===== src/rtl/spm_pkg.sv =====
// Shared types, constants and helpers for the square-wave span meter.
// Used by spm_div and adc_square_wave_span_meter_core; no dependencies.
package spm_pkg;

  // Field and datapath widths
  localparam int VOLT_W    = 24;
  localparam int CNT_W     = 16;
  localparam int RATIO_W   = 10;
  localparam int MV_W      = 15;
  localparam int PROD_W    = MV_W + RATIO_W;
  localparam int SUM_W     = VOLT_W + CNT_W;
  localparam int DIV_DEN_W = (CNT_W > RATIO_W) ? CNT_W : RATIO_W;
  localparam int CFG_IDX_W = 2;

  // Configuration register indexes
  localparam logic [CFG_IDX_W-1:0] CFG_NUM = 2'd0;
  localparam logic [CFG_IDX_W-1:0] CFG_DEN = 2'd1;
  localparam logic [CFG_IDX_W-1:0] CFG_OVP = 2'd2;

  // Status byte decoding
  localparam logic [7:0] STATUS_CFG_MASK   = 8'h70;
  localparam logic [7:0] STATUS_CFG_EXPECT = 8'h10;
  localparam int         STATUS_BUSY_BIT   = 7;

  typedef enum logic [1:0] {
    OP_READ  = 2'd0,
    OP_ERROR = 2'd1,
    OP_CLOSE = 2'd2,
    OP_NONE  = 2'd3
  } opcode_t;

  typedef enum logic [2:0] {
    KIND_READY    = 3'd0,
    KIND_BUSY     = 3'd1,
    KIND_MISMATCH = 3'd2,
    KIND_ERROR    = 3'd3,
    KIND_SUMMARY  = 3'd4
  } kind_t;

  typedef struct packed {
    logic [1:0]         opcode;
    logic signed [15:0] sample_word;
    logic [7:0]         status_byte;
  } in_t;

  typedef struct packed {
    logic [2:0]        result_kind;
    logic [VOLT_W-1:0] scaled_mv;
    logic              over_voltage;
    logic              drive_level;
    logic [VOLT_W-1:0] span_mv;
    logic [VOLT_W-1:0] mean_low_mv;
    logic [VOLT_W-1:0] mean_high_mv;
    logic [VOLT_W-1:0] min_mv;
    logic [VOLT_W-1:0] max_mv;
    logic [CNT_W-1:0]  ready_total;
    logic [CNT_W-1:0]  busy_total;
    logic [CNT_W-1:0]  error_total;
  } out_t;

  // Saturating increment of an event counter
  function automatic logic [CNT_W-1:0] sat_inc(input logic [CNT_W-1:0] c);
    sat_inc = (&c) ? c : c + CNT_W'(1);
  endfunction

endpackage


===== src/rtl/spm_div.sv =====
// Restoring serial divider, one quotient bit per cycle.
// Depends on spm_pkg for default widths.
module spm_div #(
  parameter int NUM_W = spm_pkg::SUM_W,
  parameter int DEN_W = spm_pkg::DIV_DEN_W
) (
  input  logic             clk,
  input  logic             rst,
  input  logic             start,
  input  logic [NUM_W-1:0] dividend,
  input  logic [DEN_W-1:0] divisor,
  output logic             done,
  output logic [NUM_W-1:0] quotient
);
  import spm_pkg::*;

  localparam int STEP_W = $clog2(NUM_W + 1);

  logic [NUM_W-1:0]  quo;
  logic [DEN_W-1:0]  rem;
  logic [DEN_W-1:0]  den;
  logic [STEP_W-1:0] steps;
  logic              busy;
  logic [DEN_W:0]    shifted;
  logic [DEN_W:0]    diff;
  logic              ge;
  logic [DEN_W-1:0]  rem_next;

  // One trial subtraction per cycle
  always_comb begin
    shifted  = {rem, quo[NUM_W-1]};
    ge       = shifted >= {1'b0, den};
    diff     = shifted - {1'b0, den};
    rem_next = ge ? diff[DEN_W-1:0] : shifted[DEN_W-1:0];
  end

  always_ff @(posedge clk) begin
    if (rst) begin
      busy  <= 1'b0;
      done  <= 1'b0;
      steps <= '0;
    end else begin
      done <= 1'b0;
      if (start) begin
        quo   <= dividend;
        rem   <= '0;
        den   <= divisor;
        steps <= STEP_W'(NUM_W);
        busy  <= 1'b1;
      end else if (busy) begin
        quo   <= {quo[NUM_W-2:0], ge};
        rem   <= rem_next;
        steps <= steps - STEP_W'(1);
        if (steps == STEP_W'(1)) begin
          busy <= 1'b0;
          done <= 1'b1;
        end
      end
    end
  end

  assign quotient = quo;

endmodule


===== src/rtl/adc_square_wave_span_meter_core.sv =====
// Square-wave span meter core: one item at a time through a shared serial divider.
// A read runs one 40-step division, a window close runs two divisions, and an error or
// config mismatch skips the divider; opcode 3 is dropped with no result.
// The next item is taken the cycle after the result is registered, so a new item is
// accepted only once the last one is through and the output is not stalled.
// Reset (sync, active high): window cleared, min all ones, ratio 1/1, threshold all ones.
module adc_square_wave_span_meter_core (
  input  logic                          clk,
  input  logic                          rst,
  input  logic                          sample_valid,
  output logic                          sample_stall,
  input  spm_pkg::in_t                  sample,
  output logic                          result_valid,
  input  logic                          result_stall,
  output spm_pkg::out_t                 result,
  input  logic                          cfg_we,
  input  logic [spm_pkg::CFG_IDX_W-1:0] cfg_index,
  input  logic [spm_pkg::VOLT_W-1:0]    cfg_data
);
  import spm_pkg::*;

  typedef enum logic [3:0] {
    S_IDLE,
    S_MUL,
    S_DIVSTART,
    S_SCALE,
    S_UPDATE,
    S_MEAN_LO,
    S_MEAN_HI,
    S_SUMMARY,
    S_DONE
  } state_t;

  state_t state;

  // Configuration
  logic [RATIO_W-1:0] num;
  logic [RATIO_W-1:0] den;
  logic [VOLT_W-1:0]  ovp;

  // Window statistics
  logic              level;
  logic [SUM_W-1:0]  sum_low;
  logic [SUM_W-1:0]  sum_high;
  logic [CNT_W-1:0]  count_low;
  logic [CNT_W-1:0]  count_high;
  logic [CNT_W-1:0]  ready_count;
  logic [CNT_W-1:0]  busy_count;
  logic [CNT_W-1:0]  error_count;
  logic [VOLT_W-1:0] min_seen;
  logic [VOLT_W-1:0] max_seen;

  // Working registers
  in_t               item;
  logic [PROD_W-1:0] prod;
  logic [VOLT_W-1:0] scaled;
  logic [VOLT_W-1:0] mean_low;
  out_t              res;

  // Divider interface
  logic                 div_start;
  logic [SUM_W-1:0]     div_num;
  logic [DIV_DEN_W-1:0] div_den;
  logic                 div_done;
  logic [SUM_W-1:0]     div_q;

  logic [RATIO_W-1:0] den_eff;
  logic [MV_W-1:0]    mv;
  logic [VOLT_W-1:0]  q_sat;
  logic [VOLT_W-1:0]  mean_high;

  // Result with only kind and level set, for items that skip the datapath
  function automatic out_t plain_result(input kind_t kind, input logic drv);
    out_t r;
    r             = '0;
    r.result_kind = kind;
    r.drive_level = drv;
    return r;
  endfunction

  spm_div #(
    .NUM_W (SUM_W),
    .DEN_W (DIV_DEN_W)
  ) u_div (
    .clk      (clk),
    .rst      (rst),
    .start    (div_start),
    .dividend (div_num),
    .divisor  (div_den),
    .done     (div_done),
    .quotient (div_q)
  );

  assign sample_stall = (state != S_IDLE);

  // Operand selection for the shared divider
  always_comb begin
    den_eff   = (den == '0) ? RATIO_W'(1) : den;
    mv        = item.sample_word[15] ? '0 : item.sample_word[MV_W-1:0];
    q_sat     = (|div_q[SUM_W-1:VOLT_W]) ? '1 : div_q[VOLT_W-1:0];
    mean_high = (count_high == '0) ? '0 : div_q[VOLT_W-1:0];
    div_start = 1'b0;
    div_num   = SUM_W'(prod) + SUM_W'(den_eff >> 1);
    div_den   = DIV_DEN_W'(den_eff);
    unique case (state)
      S_IDLE: begin
        div_start = sample_valid && (sample.opcode == OP_CLOSE);
        div_num   = sum_low + SUM_W'(count_low >> 1);
        div_den   = DIV_DEN_W'(count_low);
      end
      S_DIVSTART: begin
        div_start = 1'b1;
      end
      S_MEAN_LO: begin
        div_start = div_done;
        div_num   = sum_high + SUM_W'(count_high >> 1);
        div_den   = DIV_DEN_W'(count_high);
      end
      default: begin
        div_start = 1'b0;
      end
    endcase
  end

  // Sequencer, statistics and output register
  always_ff @(posedge clk) begin
    if (rst) begin
      state        <= S_IDLE;
      result_valid <= 1'b0;
      num          <= RATIO_W'(1);
      den          <= RATIO_W'(1);
      ovp          <= '1;
      level        <= 1'b0;
      sum_low      <= '0;
      sum_high     <= '0;
      count_low    <= '0;
      count_high   <= '0;
      ready_count  <= '0;
      busy_count   <= '0;
      error_count  <= '0;
      min_seen     <= '1;
      max_seen     <= '0;
    end else begin
      // Take configuration writes
      if (cfg_we) begin
        unique case (cfg_index)
          CFG_NUM: num <= cfg_data[RATIO_W-1:0];
          CFG_DEN: den <= cfg_data[RATIO_W-1:0];
          CFG_OVP: ovp <= cfg_data;
          default: ;
        endcase
      end

      // Drop a result once taken, unless a new one replaces it this cycle
      if (result_valid && !result_stall && (state != S_DONE)) begin
        result_valid <= 1'b0;
      end

      unique case (state)
        S_IDLE: begin
          if (sample_valid) begin
            item <= sample;
            unique case (opcode_t'(sample.opcode))
              OP_READ: begin
                if ((sample.status_byte & STATUS_CFG_MASK) != STATUS_CFG_EXPECT) begin
                  error_count <= sat_inc(error_count);
                  res         <= plain_result(KIND_MISMATCH, level);
                  state       <= S_DONE;
                end else begin
                  res   <= '0;
                  state <= S_MUL;
                end
              end
              OP_ERROR: begin
                error_count <= sat_inc(error_count);
                res         <= plain_result(KIND_ERROR, level);
                state       <= S_DONE;
              end
              OP_CLOSE: begin
                res   <= '0;
                state <= S_MEAN_LO;
              end
              OP_NONE: begin
                state <= S_IDLE;
              end
            endcase
          end
        end

        S_MUL: begin
          prod  <= PROD_W'(mv * num);
          state <= S_DIVSTART;
        end

        S_DIVSTART: begin
          state <= S_SCALE;
        end

        S_SCALE: begin
          if (div_done) begin
            scaled <= q_sat;
            state  <= S_UPDATE;
          end
        end

        S_UPDATE: begin
          // Fold a ready sample into the window; count a busy one
          if (!item.status_byte[STATUS_BUSY_BIT]) begin
            if (scaled < min_seen) min_seen <= scaled;
            if (scaled > max_seen) max_seen <= scaled;
            ready_count     <= sat_inc(ready_count);
            res.result_kind <= KIND_READY;
            if (level) begin
              if (!(&count_high)) begin
                sum_high   <= sum_high + SUM_W'(scaled);
                count_high <= count_high + CNT_W'(1);
              end
            end else begin
              if (!(&count_low)) begin
                sum_low   <= sum_low + SUM_W'(scaled);
                count_low <= count_low + CNT_W'(1);
              end
            end
          end else begin
            busy_count      <= sat_inc(busy_count);
            res.result_kind <= KIND_BUSY;
          end
          level            <= ~level;
          res.scaled_mv    <= scaled;
          res.over_voltage <= (scaled > ovp);
          res.drive_level  <= ~level;
          state            <= S_DONE;
        end

        S_MEAN_LO: begin
          if (div_done) begin
            mean_low <= (count_low == '0) ? '0 : div_q[VOLT_W-1:0];
            state    <= S_MEAN_HI;
          end
        end

        S_MEAN_HI: begin
          if (div_done) begin
            res.mean_high_mv <= mean_high;
            state            <= S_SUMMARY;
          end
        end

        S_SUMMARY: begin
          // Report the window, then clear it
          res.result_kind <= KIND_SUMMARY;
          res.drive_level <= level;
          res.mean_low_mv <= mean_low;
          res.span_mv     <= (res.mean_high_mv >= mean_low) ?
                             res.mean_high_mv - mean_low : mean_low - res.mean_high_mv;
          res.min_mv      <= (ready_count == '0) ? '0 : min_seen;
          res.max_mv      <= max_seen;
          res.ready_total <= ready_count;
          res.busy_total  <= busy_count;
          res.error_total <= error_count;
          sum_low         <= '0;
          sum_high        <= '0;
          count_low       <= '0;
          count_high      <= '0;
          ready_count     <= '0;
          busy_count      <= '0;
          error_count     <= '0;
          min_seen        <= '1;
          max_seen        <= '0;
          state           <= S_DONE;
        end

        S_DONE: begin
          // Hand the item to the output register once it is free
          if (!result_valid || !result_stall) begin
            result       <= res;
            result_valid <= 1'b1;
            state        <= S_IDLE;
          end
        end

        default: begin
          state <= S_IDLE;
        end
      endcase
    end
  end

endmodule

===== config.mk =====
export PLATFORM = sky130hd
export DESIGN_NAME = adc_square_wave_span_meter_core
export DESIGN_NICKNAME = d
export VERILOG_FILES = /design/src/rtl/spm_pkg.sv /design/src/rtl/spm_div.sv /design/src/rtl/adc_square_wave_span_meter_core.sv
export SDC_FILE = /design/constraint.sdc
export NUM_CORES = 2
export LEC_CHECK = 0
export BUFFER_PORTS_ARGS = -buffer_cell sky130_fd_sc_hd__buf_4
export CELL_PAD_IN_SITES_DETAIL_PLACEMENT = 1
export CELL_PAD_IN_SITES_GLOBAL_PLACEMENT = 2
export CORE_AREA = 2 2 324 326
export DETAILED_ROUTE_END_ITERATION = 8
export DIE_AREA = 0 0 326 328
export GPL_TIMING_DRIVEN = 0
export MAX_ROUTING_LAYER = met4
export PLACE_DENSITY_LB_ADDON = 0.1
export SLEW_MARGIN = 0
export SYNTH_ARGS = -nofsm -noshare
export SYNTH_HDL_FRONTEND = slang
export SYNTH_SLANG_ARGS = --single-unit

===== constraint.sdc =====
create_clock -name clk -period 30.9 [get_ports clk]
set_input_delay 0 -clock clk [delete_from_list [all_inputs] [get_ports clk]]
set_output_delay 0 -clock clk [all_outputs]
set_load 0.1 [all_outputs]

Yosys cells after proc, flatten, opt, wreduce, memory -nomap -nowiden
Index checks and enable logic that the tools add are counted.
- output and inout port bits: 199
- word-level logic and storage cells: 232
- bits in registers: 829
- input bits: 57
- reduce and logical (&&, ||, !) cells: 51
- bitwise logic cells: 3
- multipliers: 1
- equality and inequality tests: 34
- mux-type cells: 73
- magnitude comparators: 5
- add/sub/neg operators: 14
- operator list (cell ; number):
    197-bit case mux with 3 select lines ; 1
    40-bit 2-to-1 mux ; 8
    16-bit 2-to-1 mux ; 15
    40-bit case mux with 2 select lines ; 3
    16-bit case mux with 2 select lines ; 7
    197-bit 2-to-1 mux ; 1
    196-bit 2-to-1 mux ; 1
    24-bit 2-to-1 mux ; 8
    96-bit case mux with 2 select lines ; 1
    24-bit case mux with 2 select lines ; 3
    48-bit case mux with 2 select lines ; 1
    16-bit by 1-bit adder with 16-bit output (second input constant) ; 5
    40-bit by 15-bit adder with 40-bit output ; 2
    40-bit by 24-bit adder with 40-bit output ; 2
    16-bit AND reduction ; 5
    25-bit case mux with 2 select lines ; 1
    24-bit greater-than comparator ; 2
    16-bit zero test ; 3
    24-bit subtractor ; 2
    4-bit case mux with 8 select lines ; 1
    25-bit by 9-bit adder with 26-bit output ; 1
    15-bit by 10-bit multiplier with 25-bit output ; 1
    24-bit greater-or-equal comparator ; 1
    24-bit < comparator ; 1
    41 further kinds ; 105

Depth between registers and ports, before layout
- depth in word-level cells: 6
- depth in mapped cells: 24
- mapped depth without buffers: 22

Cells and area by module
A second synthesis with hierarchy kept.
- cells, all modules: 4303
- area total of the unflattened synthesis: 45411.1 sq um
- modules (own cells, without submodules) (module ; cells each ; area each (sq um) ; instances ; seq. area each (sq um)):
    adc_square_wave_span_meter_core ; 3967 ; 41225.8 ; 1 ; 19698.9
    spm_div ; 336 ; 4185.3 ; 1 ; 2322.2

Worst setup path before layout
Ideal clock, no wire load.
- path type: register -> register
- start: register state[1]
- end: register result[0] (netlist bit), enable pin
- path buffers: 2
- setup time: 1.036 ns
- data arrival time: 15.129 ns
- data required time: 29.864 ns
- stages on the path, launching flop included: 6
- clock period less this slack: 16.165 ns
- setup slack: 14.735 ns
- cell sequence: dfxtp_1 -> buf_2 -> clkbuf_1 -> nor2_1 -> nand3b_1 -> nor3b_1
- word-level cells in the longest chain between the ends: 2
- ends and longest elaborated chain (item ; RTL line ; source):
    start, declared ; adc_square_wave_span_meter_core.sv:34 ; state_t state;
    start signal, assigned ; adc_square_wave_span_meter_core.sv:128 ; state <= S_IDLE;
    start signal, assigned ; adc_square_wave_span_meter_core.sv:168 ; state <= S_DONE;
    start signal, assigned ; adc_square_wave_span_meter_core.sv:171 ; state <= S_MUL;
    4-bit equality test ; adc_square_wave_span_meter_core.sv:159 ; unique case (state)
    3-bit AND reduction (no source line) ; -- ;
    end signal, assigned ; adc_square_wave_span_meter_core.sv:276 ; result <= res;
    end, declared ; adc_square_wave_span_meter_core.sv:15 ; output spm_pkg::out_t result,
Every way passes these cells.
A chain may end at the register's enable or synchronous reset.

Worst setup path after layout
- start: register item[23] (netlist bit)
- end: register prod[23], data pin
- word-level cells in the longest chain between the ends: 2
- ends and longest elaborated chain (item ; RTL line ; source):
    start, declared ; adc_square_wave_span_meter_core.sv:54 ; in_t item;
    start signal, assigned ; adc_square_wave_span_meter_core.sv:162 ; item <= sample;
    15-bit 2-to-1 mux ; adc_square_wave_span_meter_core.sv:99 ; mv = item.sample_word[15] ? '0 : item.sample_word[MV_W-1:0];
    15-bit by 10-bit multiplier with 25-bit output ; adc_square_wave_span_meter_core.sv:191 ; prod <= PROD_W'(mv * num);
    end signal, assigned ; adc_square_wave_span_meter_core.sv:191 ;
    end, declared ; adc_square_wave_span_meter_core.sv:55 ; logic [PROD_W-1:0] prod;
Every way passes these cells.

==> out/results.txt <==
GR Overflow Total: 0
Area delta synth->final: 17.3%
Placer Congestion: 0.989
P per Cell Area: 54.6 nW/um2
Slew headroom: 4.08%
Setup tns final: 0 ps
Crit-path cells: clkbuf_1 > nor2b_1 > clkbuf_1 > nand2_1 > fa_1 > inv_1 > fa_1 > inv_1 > fa_1 > inv_1 > fa_1 > inv_1 > fa_1 > inv_1 > ha_1 > nor4_1 > o21ai_1 > nand3_1 > o22ai_1 > o41a_1 > a211oi_1 > o2111ai_1 > a21oi_1 > xnor2_1
Hold WC Path Type: in2reg
Routed vias: 34600
Post-synth ARST share: 0%
Hold path startpoint: sample[25]
Final ANT Viol Nets: 0
Row count: 118
Syn Inst Count: 4345
Top delay family on crit path: adder cells
RSZ-0062 raised after global routing: no
CP peak stage delay: 590 ps
Routed vias/inst: 5.55
Flop-to-flop setup slack: 23950 ps
Longest Clk Path Bufs: 3
First-pass iteration count of the detailed router: 7
Worst setup SP type: flip-flop
Synth warnings: 0
Tcrit/Tclk final: 22.5%
Chip height: 328 um
1st-iter DRT viols: 2206
Final non-filler cell total: 6231
Final Routed Wirelength: 149 mm
CP arrival: 7370 ps
Clock tree from TritonCTS: done
VDD IR max: 0.0474 mV
Final Util: 51.4%
Maximum clock frequency: 0.144 GHz
CP max FO: 10
Cts bufs inserted: 93
Layout cell share with drive strength beyond 1: 10.4%
Fin nets: 5231
FF+latch count, synth: 822
Worst r2r src: item[23]
Syn Area/Cell: 10.4 um2
Num Clock Sinks: 822
Root buffer cell: clkbuf_16
Post-CTS Setup Bufs: 0
I/O pin total: 256
Dominant cells by area after synthesis: edfxtp_1 37%, dfxtp_1 12%, ha_1 8.1%, fa_1 4.9%, a21oi_1 3.0%
Ys flop type: edfxtp_1
CP required: 31320 ps
Buf+Inv Stages, Crit Path: 7
Post-synth top area cell: edfxtp_1
Worst-margin pin slew: 1440 ps
Slowest stage cell on the critical path: fa_1
H-tree Lvls: 3
FF-to-FF End: prod[23]
Outcome: finished, final reports clean
EDFF count, synth: 556
Die width: 326 um
GR Util All Layers: 28.7%
Syn_nets: 4806
Final Setup Violations: 0
Post-DP HPWL: 115 mm
Synth cell count leaders: 556 x edfxtp_1, 355 x nor2_1, 343 x nand2_1
Clock Skew: 47.2 ps
Vias in the first global route: 35800
Slew Limit Fails: 0
Worst hold stages: 5
Pin count of the biggest net entering global routing: 33
Initial core utilization: 43.9%
Clk Latency, worst-skew pair: 690 ps
Final hold vios: 0
CP endpoint kind: flip-flop
Leak pwr: 21.3 nW
CP Depth: 24
Port Buffer Count: 250
Layout fillers: 11300
Antenna violations before repair: 2
Max Cap Viol: 0
WL/cell: 24.0 um
Cell Area, Synth: 45300 um2
WS Path Type: reg2reg
Post-layout minimum cycle time: 6950 ps
Core footprint: 103000 um2
Die area: 107000 um2
Number of remaining DRC errors: 0
Top cell type's share of synthesized area: 36.9%
Register area share after synthesis: 48.7%
Worst hold margin: 51.3 ps
First-pass GRT wire length: 226 mm
Worst-path clk slew: 60 ps
R2r worst-path depth: 24
Cell Count Post-Placement: 6005
Most common cell in the netlist: edfxtp_1
Post-synth cell types: 99
Tot Pwr: 2.90 mW
Hold Path End: res[195]
## worst max-delay path by stage
| stage | start | to | slack (ps) |
|---|---|---|---|
| floorplan | state[1] | result[0] | 14740 |
| global placement | state[1] | result[169] | 8590 |
| detailed placement | item[23] | prod[23] | 23860 |
| CTS | item[23] | prod[23] | 23840 |
| global route | item[23] | prod[23] | 23400 |
| finish | item[23] | prod[23] | 23950 |
## layout by cell type, fill, tap and decap left out, drive strengths merged, types with 13 or more instances in the layout
cell type    netlist  layout
nor4              22      22
o21ai            183     183
nor2             358     358
dlygate4sd3        0      50
clkinv             0      35
o31ai             13      13
dfxtp            266     266
edfxtp           556     556
a22oi             22      22
nor3              58      58
mux2i             27      27
o21bai            19      19
xor2             115     115
and2             209     209
nand3             91      91
or3               60      60
and3              64      64
nand2b            30      30
xnor2            131     131
o211ai            65      65
a31oi             24      24
fa               110     110
a211oi            29      29
nor2b             52      52
a21oi            272     272
nand2            344     344
clkbuf           166     289
nand4             76      76
buf               27     307
or2               34      34
inv              315     318
o21a              33      33
a21o              94      94
ha               294     294
and4              13      13
## per-layer routing
metal  part of all wire (%)  GRT usage (%)  vias to the layer above
li1                       -              -                    16200
met3                    4.2           2.63                      251
met5                      0              -                        -
met2                     49           48.6                      762
met1                     43           36.0                    17300
met4                    3.9           10.1                        0
## registers in the layout, summed over array words and instances (netlist names), 17 cells and up
signal and count:
prod 25, max_seen 24, u_div.quotient 40, result 197, item 17, ovp 24
min_seen 24, scaled 24, sum_low 40, mean_low 24, sum_high 40, res 197
## cell type report
class	instances	area [um2]	share of cell area (%)
clock inverter	52	667	1.26
clock buffer	123	2510	4.74
antenna	1	2.50	0.00472
timing repair buffer	330	2840	5.35
sequential	822	22000	41.5
tap	1380	1730	3.25
buffer	193	749	1.41
multi-input combinational	3015	21400	40.3
inverter	315	1180	2.23
## tightest hold or removal path, delay by kind of cell
family                     cells  cell delay [ps]
buffers and inverters          2              190
adders and majority gates      1              160
and+or+nand+nor                1              160
AOI/OAI and AO/OA              1               80
## what timing repair did
item                                   CTS  global route
resized for setup                        0             0
hold buffers                            50             0
endpoints found under the hold margin   96             0
## cell families after synthesis
kind of cell / share of synthesized area, %
compound gates: 12.7
xor+xnor: 4.76
fa+ha+maj: 13.0
buf+inv: 4.27
flops: 48.7
mux: 0.622
simple gates: 16.0
## where the power goes
| group | internal, mW | switching (mW) | leakage (nW) | total (mW) |
|---|---|---|---|---|
| Clock | 0.664 | 0.480 | 1.53 | 1.14 |
| Sequential | 1.26 | 0.0366 | 7.23 | 1.30 |
| Combinational | 0.138 | 0.319 | 12.6 | 0.457 |
## through the flow
stage	setup slack [ps]	cell area, um2
floorplan	14740	45300
global placement	8590	48900
detailed placement	23860	49400
CTS	23840	53100
global route	23400	53100
finish	23950	53100
Power figures use the tool's default switching activity.
